## src/design/sawm_pkg.sv

```systemverilog
package sawm_pkg;

    localparam int NUM_BINS        = 26;
    localparam int BIN_W           = 5;
    localparam int START_W         = 16;
    localparam int AGREE_W         = 5;
    localparam int DEF_MAX_PATTERN = 64;
    localparam int DEF_INDEX_BITS  = 16;

    localparam logic [1:0] FUNC_RESTART = 2'd0;
    localparam logic [1:0] FUNC_PATTERN = 2'd1;
    localparam logic [1:0] FUNC_TEXT    = 2'd2;

    localparam logic [AGREE_W-1:0] AGREE_ALL = AGREE_W'(NUM_BINS);

    typedef struct packed {
        logic [1:0]       func;
        logic [BIN_W-1:0] letter;
    } in_item_t;

    typedef struct packed {
        logic               match;
        logic [START_W-1:0] start_index;
        logic               window_full;
        logic               error;
    } out_item_t;

    // Per-item control decided at the input, carried down the pipeline.
    typedef struct packed {
        logic               restart;
        logic               add_act;
        logic               add_dec;
        logic [BIN_W-1:0]   add_bin;
        logic               rem_req;
        logic               match_en;
        logic               full;
        logic [START_W-1:0] start_index;
        logic               error;
    } front_t;

endpackage

```

## src/design/sawm_ring.sv

```systemverilog
module sawm_ring #(
    parameter int DEPTH  = sawm_pkg::DEF_MAX_PATTERN,
    parameter int ADDR_W = 6
) (
    input  logic                       clk,
    input  logic                       en,
    input  logic                       we,
    input  logic [ADDR_W-1:0]          addr,
    input  logic [sawm_pkg::BIN_W-1:0] wdata,
    output logic [sawm_pkg::BIN_W-1:0] rdata
);

    logic [sawm_pkg::BIN_W-1:0] mem [DEPTH];
    logic [sawm_pkg::BIN_W-1:0] rdata_reg;

    // Read-first: the evicted letter comes out while the new one goes in.
    always_ff @(posedge clk)
    begin
        if (en)
        begin
            rdata_reg <= mem[addr];
            if (we)
            begin
                mem[addr] <= wdata;
            end
        end
    end

    assign rdata = rdata_reg;

endmodule

```

## src/design/sawm_bank.sv

```systemverilog
module sawm_bank #(
    parameter int CNT_W = 8
) (
    input  logic                       clk,
    input  logic                       rst_n,
    input  logic                       rd_en,
    input  logic [sawm_pkg::BIN_W-1:0] raddr0,
    input  logic [sawm_pkg::BIN_W-1:0] raddr1,
    input  logic                       clear,
    input  logic                       we,
    input  logic [sawm_pkg::BIN_W-1:0] waddr,
    input  logic [CNT_W-1:0]           wdata,
    output logic [CNT_W-1:0]           rdata0,
    output logic [CNT_W-1:0]           rdata1
);

    logic [CNT_W-1:0]                mem [sawm_pkg::NUM_BINS];
    logic [sawm_pkg::NUM_BINS-1:0]   vld_reg;
    logic [CNT_W-1:0]                rd0_reg;
    logic [CNT_W-1:0]                rd1_reg;
    logic                            vld0_reg;
    logic                            vld1_reg;
    logic [sawm_pkg::BIN_W-1:0]      raddr0_reg;
    logic [sawm_pkg::BIN_W-1:0]      raddr1_reg;
    logic                            byp_we_reg;
    logic                            clr_reg;
    logic [sawm_pkg::BIN_W-1:0]      byp_addr_reg;
    logic [CNT_W-1:0]                byp_data_reg;

    always_ff @(posedge clk)
    begin
        if (we)
        begin
            mem[waddr] <= wdata;
        end
    end

    always_ff @(posedge clk or negedge rst_n)
    begin
        if (!rst_n)
        begin
            vld_reg    <= '0;
            byp_we_reg <= 1'b0;
            clr_reg    <= 1'b0;
        end
        else
        begin
            if (clear)
            begin
                vld_reg <= '0;
            end
            else if (we)
            begin
                vld_reg[waddr] <= 1'b1;
            end
            if (rd_en)
            begin
                byp_we_reg <= we;
                clr_reg    <= clear;
            end
        end
    end

    // Capture the write and clear of the read edge so the reader sees them.
    always_ff @(posedge clk)
    begin
        if (rd_en)
        begin
            rd0_reg      <= mem[raddr0];
            rd1_reg      <= mem[raddr1];
            vld0_reg     <= vld_reg[raddr0];
            vld1_reg     <= vld_reg[raddr1];
            raddr0_reg   <= raddr0;
            raddr1_reg   <= raddr1;
            byp_addr_reg <= waddr;
            byp_data_reg <= wdata;
        end
    end

    always_comb
    begin
        if (clr_reg)
        begin
            rdata0 = '0;
        end
        else if (byp_we_reg && (byp_addr_reg == raddr0_reg))
        begin
            rdata0 = byp_data_reg;
        end
        else if (vld0_reg)
        begin
            rdata0 = rd0_reg;
        end
        else
        begin
            rdata0 = '0;
        end

        if (clr_reg)
        begin
            rdata1 = '0;
        end
        else if (byp_we_reg && (byp_addr_reg == raddr1_reg))
        begin
            rdata1 = byp_data_reg;
        end
        else if (vld1_reg)
        begin
            rdata1 = rd1_reg;
        end
        else
        begin
            rdata1 = '0;
        end
    end

endmodule

```

## src/design/sawm_front.sv

```systemverilog
module sawm_front #(
    parameter int MAX_PATTERN = sawm_pkg::DEF_MAX_PATTERN,
    parameter int INDEX_BITS  = sawm_pkg::DEF_INDEX_BITS
) (
    input  logic                                                    clk,
    input  logic                                                    rst_n,
    input  logic                                                    accept,
    input  sawm_pkg::in_item_t                                      item,
    output sawm_pkg::front_t                                        front,
    output logic                                                    ring_we,
    output logic [((MAX_PATTERN > 1) ? $clog2(MAX_PATTERN) : 1)-1:0] ring_addr
);

    localparam int PTR_W = (MAX_PATTERN > 1) ? $clog2(MAX_PATTERN) : 1;
    localparam int LEN_W = $clog2(MAX_PATTERN + 1);

    logic [PTR_W-1:0]      ptr_reg;
    logic [PTR_W-1:0]      ptr_next;
    logic [LEN_W-1:0]      plen_reg;
    logic [LEN_W-1:0]      plen_next;
    logic [LEN_W-1:0]      fill_reg;
    logic [LEN_W-1:0]      fill_next;
    logic [INDEX_BITS-1:0] pos_reg;
    logic [INDEX_BITS-1:0] pos_next;
    logic                  started_reg;
    logic                  started_next;
    logic [LEN_W:0]        slot_inc;
    logic                  slot_wrap;
    logic                  letter_ok;
    logic [INDEX_BITS+sawm_pkg::START_W-1:0] pos_ext;

    assign ring_addr = ptr_reg;
    assign slot_inc  = (LEN_W + 1)'(ptr_reg) + (LEN_W + 1)'(1);
    assign slot_wrap = slot_inc >= {1'b0, plen_reg};
    assign letter_ok = item.letter < sawm_pkg::BIN_W'(sawm_pkg::NUM_BINS);

    always_comb
    begin
        ptr_next       = ptr_reg;
        plen_next      = plen_reg;
        fill_next      = fill_reg;
        pos_next       = pos_reg;
        started_next   = started_reg;
        ring_we        = 1'b0;
        front          = '0;
        front.match_en = 1'b1;

        case (item.func)
            sawm_pkg::FUNC_RESTART:
            begin
                ptr_next      = '0;
                plen_next     = '0;
                fill_next     = '0;
                pos_next      = '0;
                started_next  = 1'b0;
                front.restart = 1'b1;
            end
            sawm_pkg::FUNC_PATTERN:
            begin
                if (started_reg || (plen_reg == LEN_W'(MAX_PATTERN)) || !letter_ok)
                begin
                    front.error = 1'b1;
                end
                else
                begin
                    plen_next     = plen_reg + LEN_W'(1);
                    front.add_act = 1'b1;
                    front.add_dec = 1'b1;
                    front.add_bin = item.letter;
                end
            end
            sawm_pkg::FUNC_TEXT:
            begin
                started_next = 1'b1;
                if (plen_reg != '0)
                begin
                    ring_we = 1'b1;
                    if (fill_reg < plen_reg)
                    begin
                        fill_next = fill_reg + LEN_W'(1);
                    end
                    else
                    begin
                        front.rem_req = 1'b1;
                        pos_next      = pos_reg + INDEX_BITS'(1);
                    end
                    front.add_act = letter_ok;
                    front.add_bin = letter_ok ? item.letter : '0;
                    ptr_next      = slot_wrap ? '0 : slot_inc[PTR_W-1:0];
                end
            end
            default:
            begin
                front.match_en = 1'b0;
            end
        endcase

        pos_ext           = {{sawm_pkg::START_W{1'b0}}, pos_next};
        front.full        = (plen_next != '0) && (fill_next == plen_next);
        front.start_index = front.full ? pos_ext[sawm_pkg::START_W-1:0] : '0;
    end

    always_ff @(posedge clk or negedge rst_n)
    begin
        if (!rst_n)
        begin
            ptr_reg     <= '0;
            plen_reg    <= '0;
            fill_reg    <= '0;
            pos_reg     <= '0;
            started_reg <= 1'b0;
        end
        else if (accept)
        begin
            ptr_reg     <= ptr_next;
            plen_reg    <= plen_next;
            fill_reg    <= fill_next;
            pos_reg     <= pos_next;
            started_reg <= started_next;
        end
    end

endmodule

```

## src/design/sliding_anagram_window_match_core.sv

```systemverilog
// Sliding-window anagram matcher.
// Input channel item_valid/item_ready/item carries a func code and a letter:
// restart, pattern letter or text letter. Every accepted item yields exactly
// one result on result_valid/result_ready/result, in order: match,
// start_index of the current window, window_full and error.
// The ring is read at the accepting edge, then the histogram banks are read,
// then the result register is loaded and the result becomes valid.
// Throughput: one item per cycle while the receiver takes results;
// the window letter ring and the two histogram banks are each
// accessed once per item, with same-bin updates of adjacent items forwarded.
// The histograms hold window-minus-pattern counts in two 26-entry banks,
// one written on the added letter and one on the evicted letter.
// Reset: all state is clear right after rst_n is released; histogram entries
// read as zero through per-bin valid flags, so there is no clearing pass.
// A restart item clears the same state in order with the stream.
// When the receiver stalls, the result holds and up to three items stay in
// the pipeline; item_ready drops once all stages are full.
module sliding_anagram_window_match_core #(
    parameter int MAX_PATTERN = sawm_pkg::DEF_MAX_PATTERN,
    parameter int INDEX_BITS  = sawm_pkg::DEF_INDEX_BITS
) (
    input  logic                clk,
    input  logic                rst_n,
    input  logic                item_valid,
    output logic                item_ready,
    input  sawm_pkg::in_item_t  item,
    output logic                result_valid,
    input  logic                result_ready,
    output sawm_pkg::out_item_t result
);

    localparam int PTR_W = (MAX_PATTERN > 1) ? $clog2(MAX_PATTERN) : 1;
    localparam int LEN_W = $clog2(MAX_PATTERN + 1);
    localparam int CNT_W = LEN_W + 1;

    logic                        accept;
    logic                        s1_adv;
    logic                        s2_adv;
    sawm_pkg::front_t            front;
    logic                        ring_we;
    logic [PTR_W-1:0]            ring_addr;
    logic [sawm_pkg::BIN_W-1:0]  ring_rdata;

    logic                        s1_valid_reg;
    sawm_pkg::front_t            s1_reg;
    logic                        s1_rem_act;
    logic [sawm_pkg::BIN_W-1:0]  s1_rem_bin;

    logic                        s2_valid_reg;
    sawm_pkg::front_t            s2_reg;
    logic                        s2_rem_act_reg;
    logic [sawm_pkg::BIN_W-1:0]  s2_rem_bin_reg;

    logic                        out_valid_reg;
    sawm_pkg::out_item_t         out_reg;
    sawm_pkg::out_item_t         out_next;

    logic [sawm_pkg::AGREE_W-1:0] agree_reg;
    logic [sawm_pkg::AGREE_W-1:0] agree_next;

    logic [CNT_W-1:0] a0, a1, r0, r1;
    logic [CNT_W-1:0] add_step;
    logic [CNT_W-1:0] a_wdata;
    logic [CNT_W-1:0] r_wdata;
    logic [CNT_W-1:0] d_add, d_add_new, d_rem, d_rem_new;
    logic             same_bin;
    logic             add_in, add_out, rem_in, rem_out;
    logic             bank_clear;

    assign s2_adv     = s2_valid_reg && (!out_valid_reg || result_ready);
    assign s1_adv     = s1_valid_reg && (!s2_valid_reg || s2_adv);
    assign item_ready = !s1_valid_reg || s1_adv;
    assign accept     = item_valid && item_ready;

    assign result_valid = out_valid_reg;
    assign result       = out_reg;

    sawm_front #(
        .MAX_PATTERN (MAX_PATTERN),
        .INDEX_BITS  (INDEX_BITS)
    ) u_front (
        .clk       (clk),
        .rst_n     (rst_n),
        .accept    (accept),
        .item      (item),
        .front     (front),
        .ring_we   (ring_we),
        .ring_addr (ring_addr)
    );

    sawm_ring #(
        .DEPTH  (MAX_PATTERN),
        .ADDR_W (PTR_W)
    ) u_ring (
        .clk   (clk),
        .en    (accept),
        .we    (ring_we),
        .addr  (ring_addr),
        .wdata (item.letter),
        .rdata (ring_rdata)
    );

    // Evicted letters outside the alphabet count in no bin.
    assign s1_rem_act = s1_reg.rem_req &&
                        (ring_rdata < sawm_pkg::BIN_W'(sawm_pkg::NUM_BINS));
    assign s1_rem_bin = s1_rem_act ? ring_rdata : '0;

    assign bank_clear = s2_adv && s2_reg.restart;
    assign add_step   = s2_reg.add_dec ? {CNT_W{1'b1}} : CNT_W'(1);
    assign a_wdata    = a0 + add_step;
    assign r_wdata    = r1 + CNT_W'(1);

    sawm_bank #(
        .CNT_W (CNT_W)
    ) u_bank_add (
        .clk    (clk),
        .rst_n  (rst_n),
        .rd_en  (s1_adv),
        .raddr0 (s1_reg.add_bin),
        .raddr1 (s1_rem_bin),
        .clear  (bank_clear),
        .we     (s2_adv && s2_reg.add_act),
        .waddr  (s2_reg.add_bin),
        .wdata  (a_wdata),
        .rdata0 (a0),
        .rdata1 (a1)
    );

    sawm_bank #(
        .CNT_W (CNT_W)
    ) u_bank_rem (
        .clk    (clk),
        .rst_n  (rst_n),
        .rd_en  (s1_adv),
        .raddr0 (s1_reg.add_bin),
        .raddr1 (s1_rem_bin),
        .clear  (bank_clear),
        .we     (s2_adv && s2_rem_act_reg),
        .waddr  (s2_rem_bin_reg),
        .wdata  (r_wdata),
        .rdata0 (r0),
        .rdata1 (r1)
    );

    // Bin difference is window minus pattern; zero means the bin agrees.
    always_comb
    begin
        d_add     = a0 - r0;
        d_add_new = d_add + add_step;
        d_rem     = a1 - r1;
        d_rem_new = d_rem - CNT_W'(1);
        same_bin  = s2_reg.add_act && s2_rem_act_reg && (s2_reg.add_bin == s2_rem_bin_reg);

        add_in  = s2_reg.add_act && !same_bin && (d_add != '0) && (d_add_new == '0);
        add_out = s2_reg.add_act && !same_bin && (d_add == '0) && (d_add_new != '0);
        rem_in  = s2_rem_act_reg && !same_bin && (d_rem != '0) && (d_rem_new == '0);
        rem_out = s2_rem_act_reg && !same_bin && (d_rem == '0) && (d_rem_new != '0);

        if (s2_reg.restart)
        begin
            agree_next = sawm_pkg::AGREE_ALL;
        end
        else
        begin
            agree_next = agree_reg + sawm_pkg::AGREE_W'(add_in) + sawm_pkg::AGREE_W'(rem_in)
                       - sawm_pkg::AGREE_W'(add_out) - sawm_pkg::AGREE_W'(rem_out);
        end

        out_next.match       = s2_reg.match_en && s2_reg.full &&
                               (agree_next == sawm_pkg::AGREE_ALL);
        out_next.start_index = s2_reg.start_index;
        out_next.window_full = s2_reg.full;
        out_next.error       = s2_reg.error;
    end

    always_ff @(posedge clk or negedge rst_n)
    begin
        if (!rst_n)
        begin
            s1_valid_reg  <= 1'b0;
            s2_valid_reg  <= 1'b0;
            out_valid_reg <= 1'b0;
            agree_reg     <= sawm_pkg::AGREE_ALL;
        end
        else
        begin
            if (accept)
            begin
                s1_valid_reg <= 1'b1;
            end
            else if (s1_adv)
            begin
                s1_valid_reg <= 1'b0;
            end

            if (s1_adv)
            begin
                s2_valid_reg <= 1'b1;
            end
            else if (s2_adv)
            begin
                s2_valid_reg <= 1'b0;
            end

            if (s2_adv)
            begin
                out_valid_reg <= 1'b1;
                agree_reg     <= agree_next;
            end
            else if (result_ready)
            begin
                out_valid_reg <= 1'b0;
            end
        end
    end

    always_ff @(posedge clk)
    begin
        if (accept)
        begin
            s1_reg <= front;
        end
        if (s1_adv)
        begin
            s2_reg         <= s1_reg;
            s2_rem_act_reg <= s1_rem_act;
            s2_rem_bin_reg <= s1_rem_bin;
        end
        if (s2_adv)
        begin
            out_reg <= out_next;
        end
    end

endmodule

```

## config.mk

```make
export PLATFORM = sky130hd
export DESIGN_NAME = sliding_anagram_window_match_core
export DESIGN_NICKNAME = d
export VERILOG_FILES = /design/src/design/sawm_pkg.sv /design/src/design/sawm_ring.sv /design/src/design/sawm_bank.sv /design/src/design/sawm_front.sv /design/src/design/sliding_anagram_window_match_core.sv
export SDC_FILE = /design/constraint.sdc
export NUM_CORES = 2
export LEC_CHECK = 0
export BUFFER_PORTS_ARGS = -buffer_cell sky130_fd_sc_hd__buf_4
export CORE_MARGIN = 4
export CORE_UTILIZATION = 50
export CTS_CLUSTER_SIZE = 28
export DETAILED_ROUTE_END_ITERATION = 10
export PLACE_DENSITY = 0.65
export SYNTH_ARGS = -nofsm -noshare
export SYNTH_HDL_FRONTEND = slang
export SYNTH_SLANG_ARGS = --single-unit
```

## constraint.sdc

```tcl
create_clock -name clk -period 9.49 [get_ports clk]
set_input_delay 0.949 -clock clk [delete_from_list [all_inputs] [get_ports clk]]
set_output_delay 0.949 -clock clk [all_outputs]
set_load 0.01 [all_outputs]
```

==> flow_summary.yaml <==
die:
  row_count: 110
  dieWidth_um: 309
  core_area_um2: 90000
  start_util_pct: 50.3
  die_height_um: 309
  die_area_um2: 95500
  io_pins: 32
worst_setup_path:
  r2r_end: "result[18]"
  critPathTopFamily: "adder cells"
  startpoint_type: "flip-flop"
  worstPathArrival_ps: 8290
  crit_buf_inv: 3
  reg2reg_from: "u_bank_add.raddr0_reg[2]"
  rr_worst_depth: 28
  crit_path_top_delay_cell: "nor2_1"
  crit_required_ps: 9920
  r2r_slack_ps: 1630
  critical_path_peak_fanout: 32
  path_class: "reg2reg"
  critPathCaptureType: "flip-flop"
  crit_start: "u_bank_add.raddr0_reg[2]"
  max_stage_delay_ps: 610
yosys:
  synth_ff_type: "edfxtp_1"
  netlist.area_leader.share_pct: 58.5
  yosys_register_bits: 983
  synth_edf_count: 883
  syn-num-nets: 3198
  avgSynthCellArea_um2: 14.5
  synth_area_um2: 45300
  netlist_instances: 3130
  ys_warn_count: 0
  ys_seq_area_share_pct: 64.1
  synthArstFlopShare_pct: 10.2
  synthTopCellsByArea: "edfxtp_1 59%, mux4_2 7.2%, dfrtp_1 5.4%"
  yosysTopAreaCell: "edfxtp_1"
  synth.distinct_cells: 91
run_status:
  status: "finished, final reports clean"
cells_and_area:
  syn2layout_area_growth_pct: 10.8
  largest_reg_flops: 320
  layout-drive-gt1-share_pct: 18.4
  num-nets-final: 3182
  largestRegisters: "u_ring.mem: 320 flops, u_bank_add.mem: 208 flops, u_bank_rem.mem: 208 flops"
  n_antenna_cell: 0
  regMostFlops: "u_ring.mem"
route:
  num_vias: 28933
  drt_iter0_drc: 3436
  drt-total-wl_um: 123000
  wl_per_cell_um: 28.1
  via_per_inst: 6.61
  first_pass_iters: 6
  drcViolationCount: 0
  final_antenna_net_count: 0
cts:
  cts_sinks: 983
  cts_resized: 0
  clockBufferDepth: 3
  hold_buffers: 0
  cts_made_buffers: 103
  path_clk_slew_ps: 60
  insertion_delay_ps: 670
  post-cts-setup-buffer-count: 0
  cts_tree: "done"
  htreeDepth: 3
  clockRootBuffer: "clkbuf_16"
grt:
  grt-ovfl-total: 0
  grt_first_pass_wirelength_um: 184000
  grt_max_degree: 126
  grt_pass1_vias: 28824
  grt_usage_pct: 25.6
  antenna_found_initial: 1
timing:
  fin_crit_ps: 7860
  rsz0062_at_grt: "no"
  hold_violations: 0
  max_slew_margin_pct: 11.3
  slew_violations: 0
  setup_viol: 0
  fin_skew_ps: 26.2
  worst_slew_pin_slew_ps: 1330
  whs_ps: 289
  tns_ps: 0
  max_freq_mhz: 127
  period_share_pct: 82.8
flow_run:
  maxCapViolations: 0
power:
  vdd_ir_drop_max_v: 0.000219
  power_frac_seq_pct: 43.9
  intPower_uw: 8400
  switching_power_uw: 3580
  power_density_nw_per_um2: 239
  p_total_uw: 12000
  p_sw_share_pct: 29.9
  combPwrFrac_pct: 22.1
  p_leak_uw: 0.0166
  p_clk_share_pct: 34.1
place:
  hpwl_um: 72100
  gp_congestion: 0.906
  portBuffers: 31
min_path:
  min_path_type: "in2async"
[cell usage in the layout, fill, tap and decap left out, drive strengths merged, types with 14 or more instances in the layout]
| cell type | n |
|---|---|
| a211oi | 21 |
| a21o | 14 |
| a21oi | 198 |
| a221oi | 39 |
| a22o | 40 |
| a22oi | 86 |
| a311oi | 21 |
| a31oi | 45 |
| a32oi | 17 |
| and2 | 17 |
| and3 | 49 |
| buf | 94 |
| clkbuf | 127 |
| clkinv | 44 |
| dfrtp | 97 |
| edfxtp | 883 |
| ha | 51 |
| inv | 60 |
| mux2 | 107 |
| mux2i | 102 |
| mux4 | 144 |
| nand2 | 170 |
| nand3 | 29 |
| nand3b | 18 |
| nand4 | 17 |
| nor2 | 210 |
| nor2b | 22 |
| nor4 | 33 |
| o21a | 55 |
| o21ai | 114 |
| o221ai | 34 |
| o22ai | 36 |
| o31ai | 17 |
| xnor2 | 40 |
| xor2 | 28 |
[routing by layer]
layer | up-vias | track usage, % | wire [µm]
met1 | 14832 | 35.6 | 49600
met3 | 250 | 4.60 | 10300
met4 | 2 | 8.27 | 3980
met2 | 1466 | 41.6 | 59100
li1 | 12383 | - | -
met5 | - | 0 | 13
[worst reg2reg max path: cells and delay by family (launching register included)]
kind                     cells  cell delay, ps
flip-flops                   1             560
AND/OR/NAND/NOR              4            1670
AO/OA/AOI/OAI                8            1430
buffers and inverters        3             410
XOR/XNOR                     6            1270
adder cells (fa/ha/maj)      7            2260
[through the flow]
step,setup slack (ps),instance area (µm²),instances,util [%]
6_report,1630,50200,4378,55.8
5_1_grt,1050,50200,4378,55.8
4_1_cts,1690,50200,4378,55.8
3_5_place_dp,1680,46800,4185,52.0
3_3_place_gp,1990,46800,4185,52.0
2_1_floorplan,2440,45300,3130,-
[layout make-up]
class,instances,area (µm²)
Clock buffer,127,2690
Fill cell,7118,39800
Sequential cell,983,29000
Timing Repair Buffer,94,731
Tap cell,1176,1470
Multi-Input combinational cell,1876,15400
Clock inverter,66,719
Inverter,56,218
[cells in the mapped netlist (55+ instances only)]
master / count
edfxtp_1: 883
mux4_2: 144
a21oi_1: 195
nand2_1: 170
dfrtp_1: 97
o21ai_0: 109
mux2_2: 107
clkbuf_1: 157
mux2i_1: 101
nor2_1: 209
o21a_1: 55
a22oi_1: 86
[logic make-up after synthesis]
logic type / Yosys count / synth area share [%]
XOR/XNOR: 69 / 1.38
multiplexers: 353 / 12.1
adder cells (fa/ha/maj): 60 / 1.74
AO/OA/AOI/OAI: 764 / 11.5
buffers and inverters: 271 / 2.39
AND/OR/NAND/NOR: 630 / 6.89
flip-flops: 983 / 64.1
[power groups by stage]
stage	Combinational (µW)	Sequential [µW]	Clock, µW
final	2650	5250	4080
after global routing	2820	5270	4330
after CTS	2620	5250	4130
after detailed placement	2610	5340	0
after global placement	2550	5330	0
after floorplan	1780	5260	0
[worst max path at each step]
stage          slack (ps)  depth (start not counted)    endpoint
6_report             1630                         28  result[18]
5_1_grt              1050                         29  result[18]
4_1_cts              1690                         28  result[18]
3_5_place_dp         1680                         28  result[18]
3_3_place_gp         1990                         30  result[18]
2_1_floorplan        2440                         28  result[18]
(Power assumes the default switching activity.)
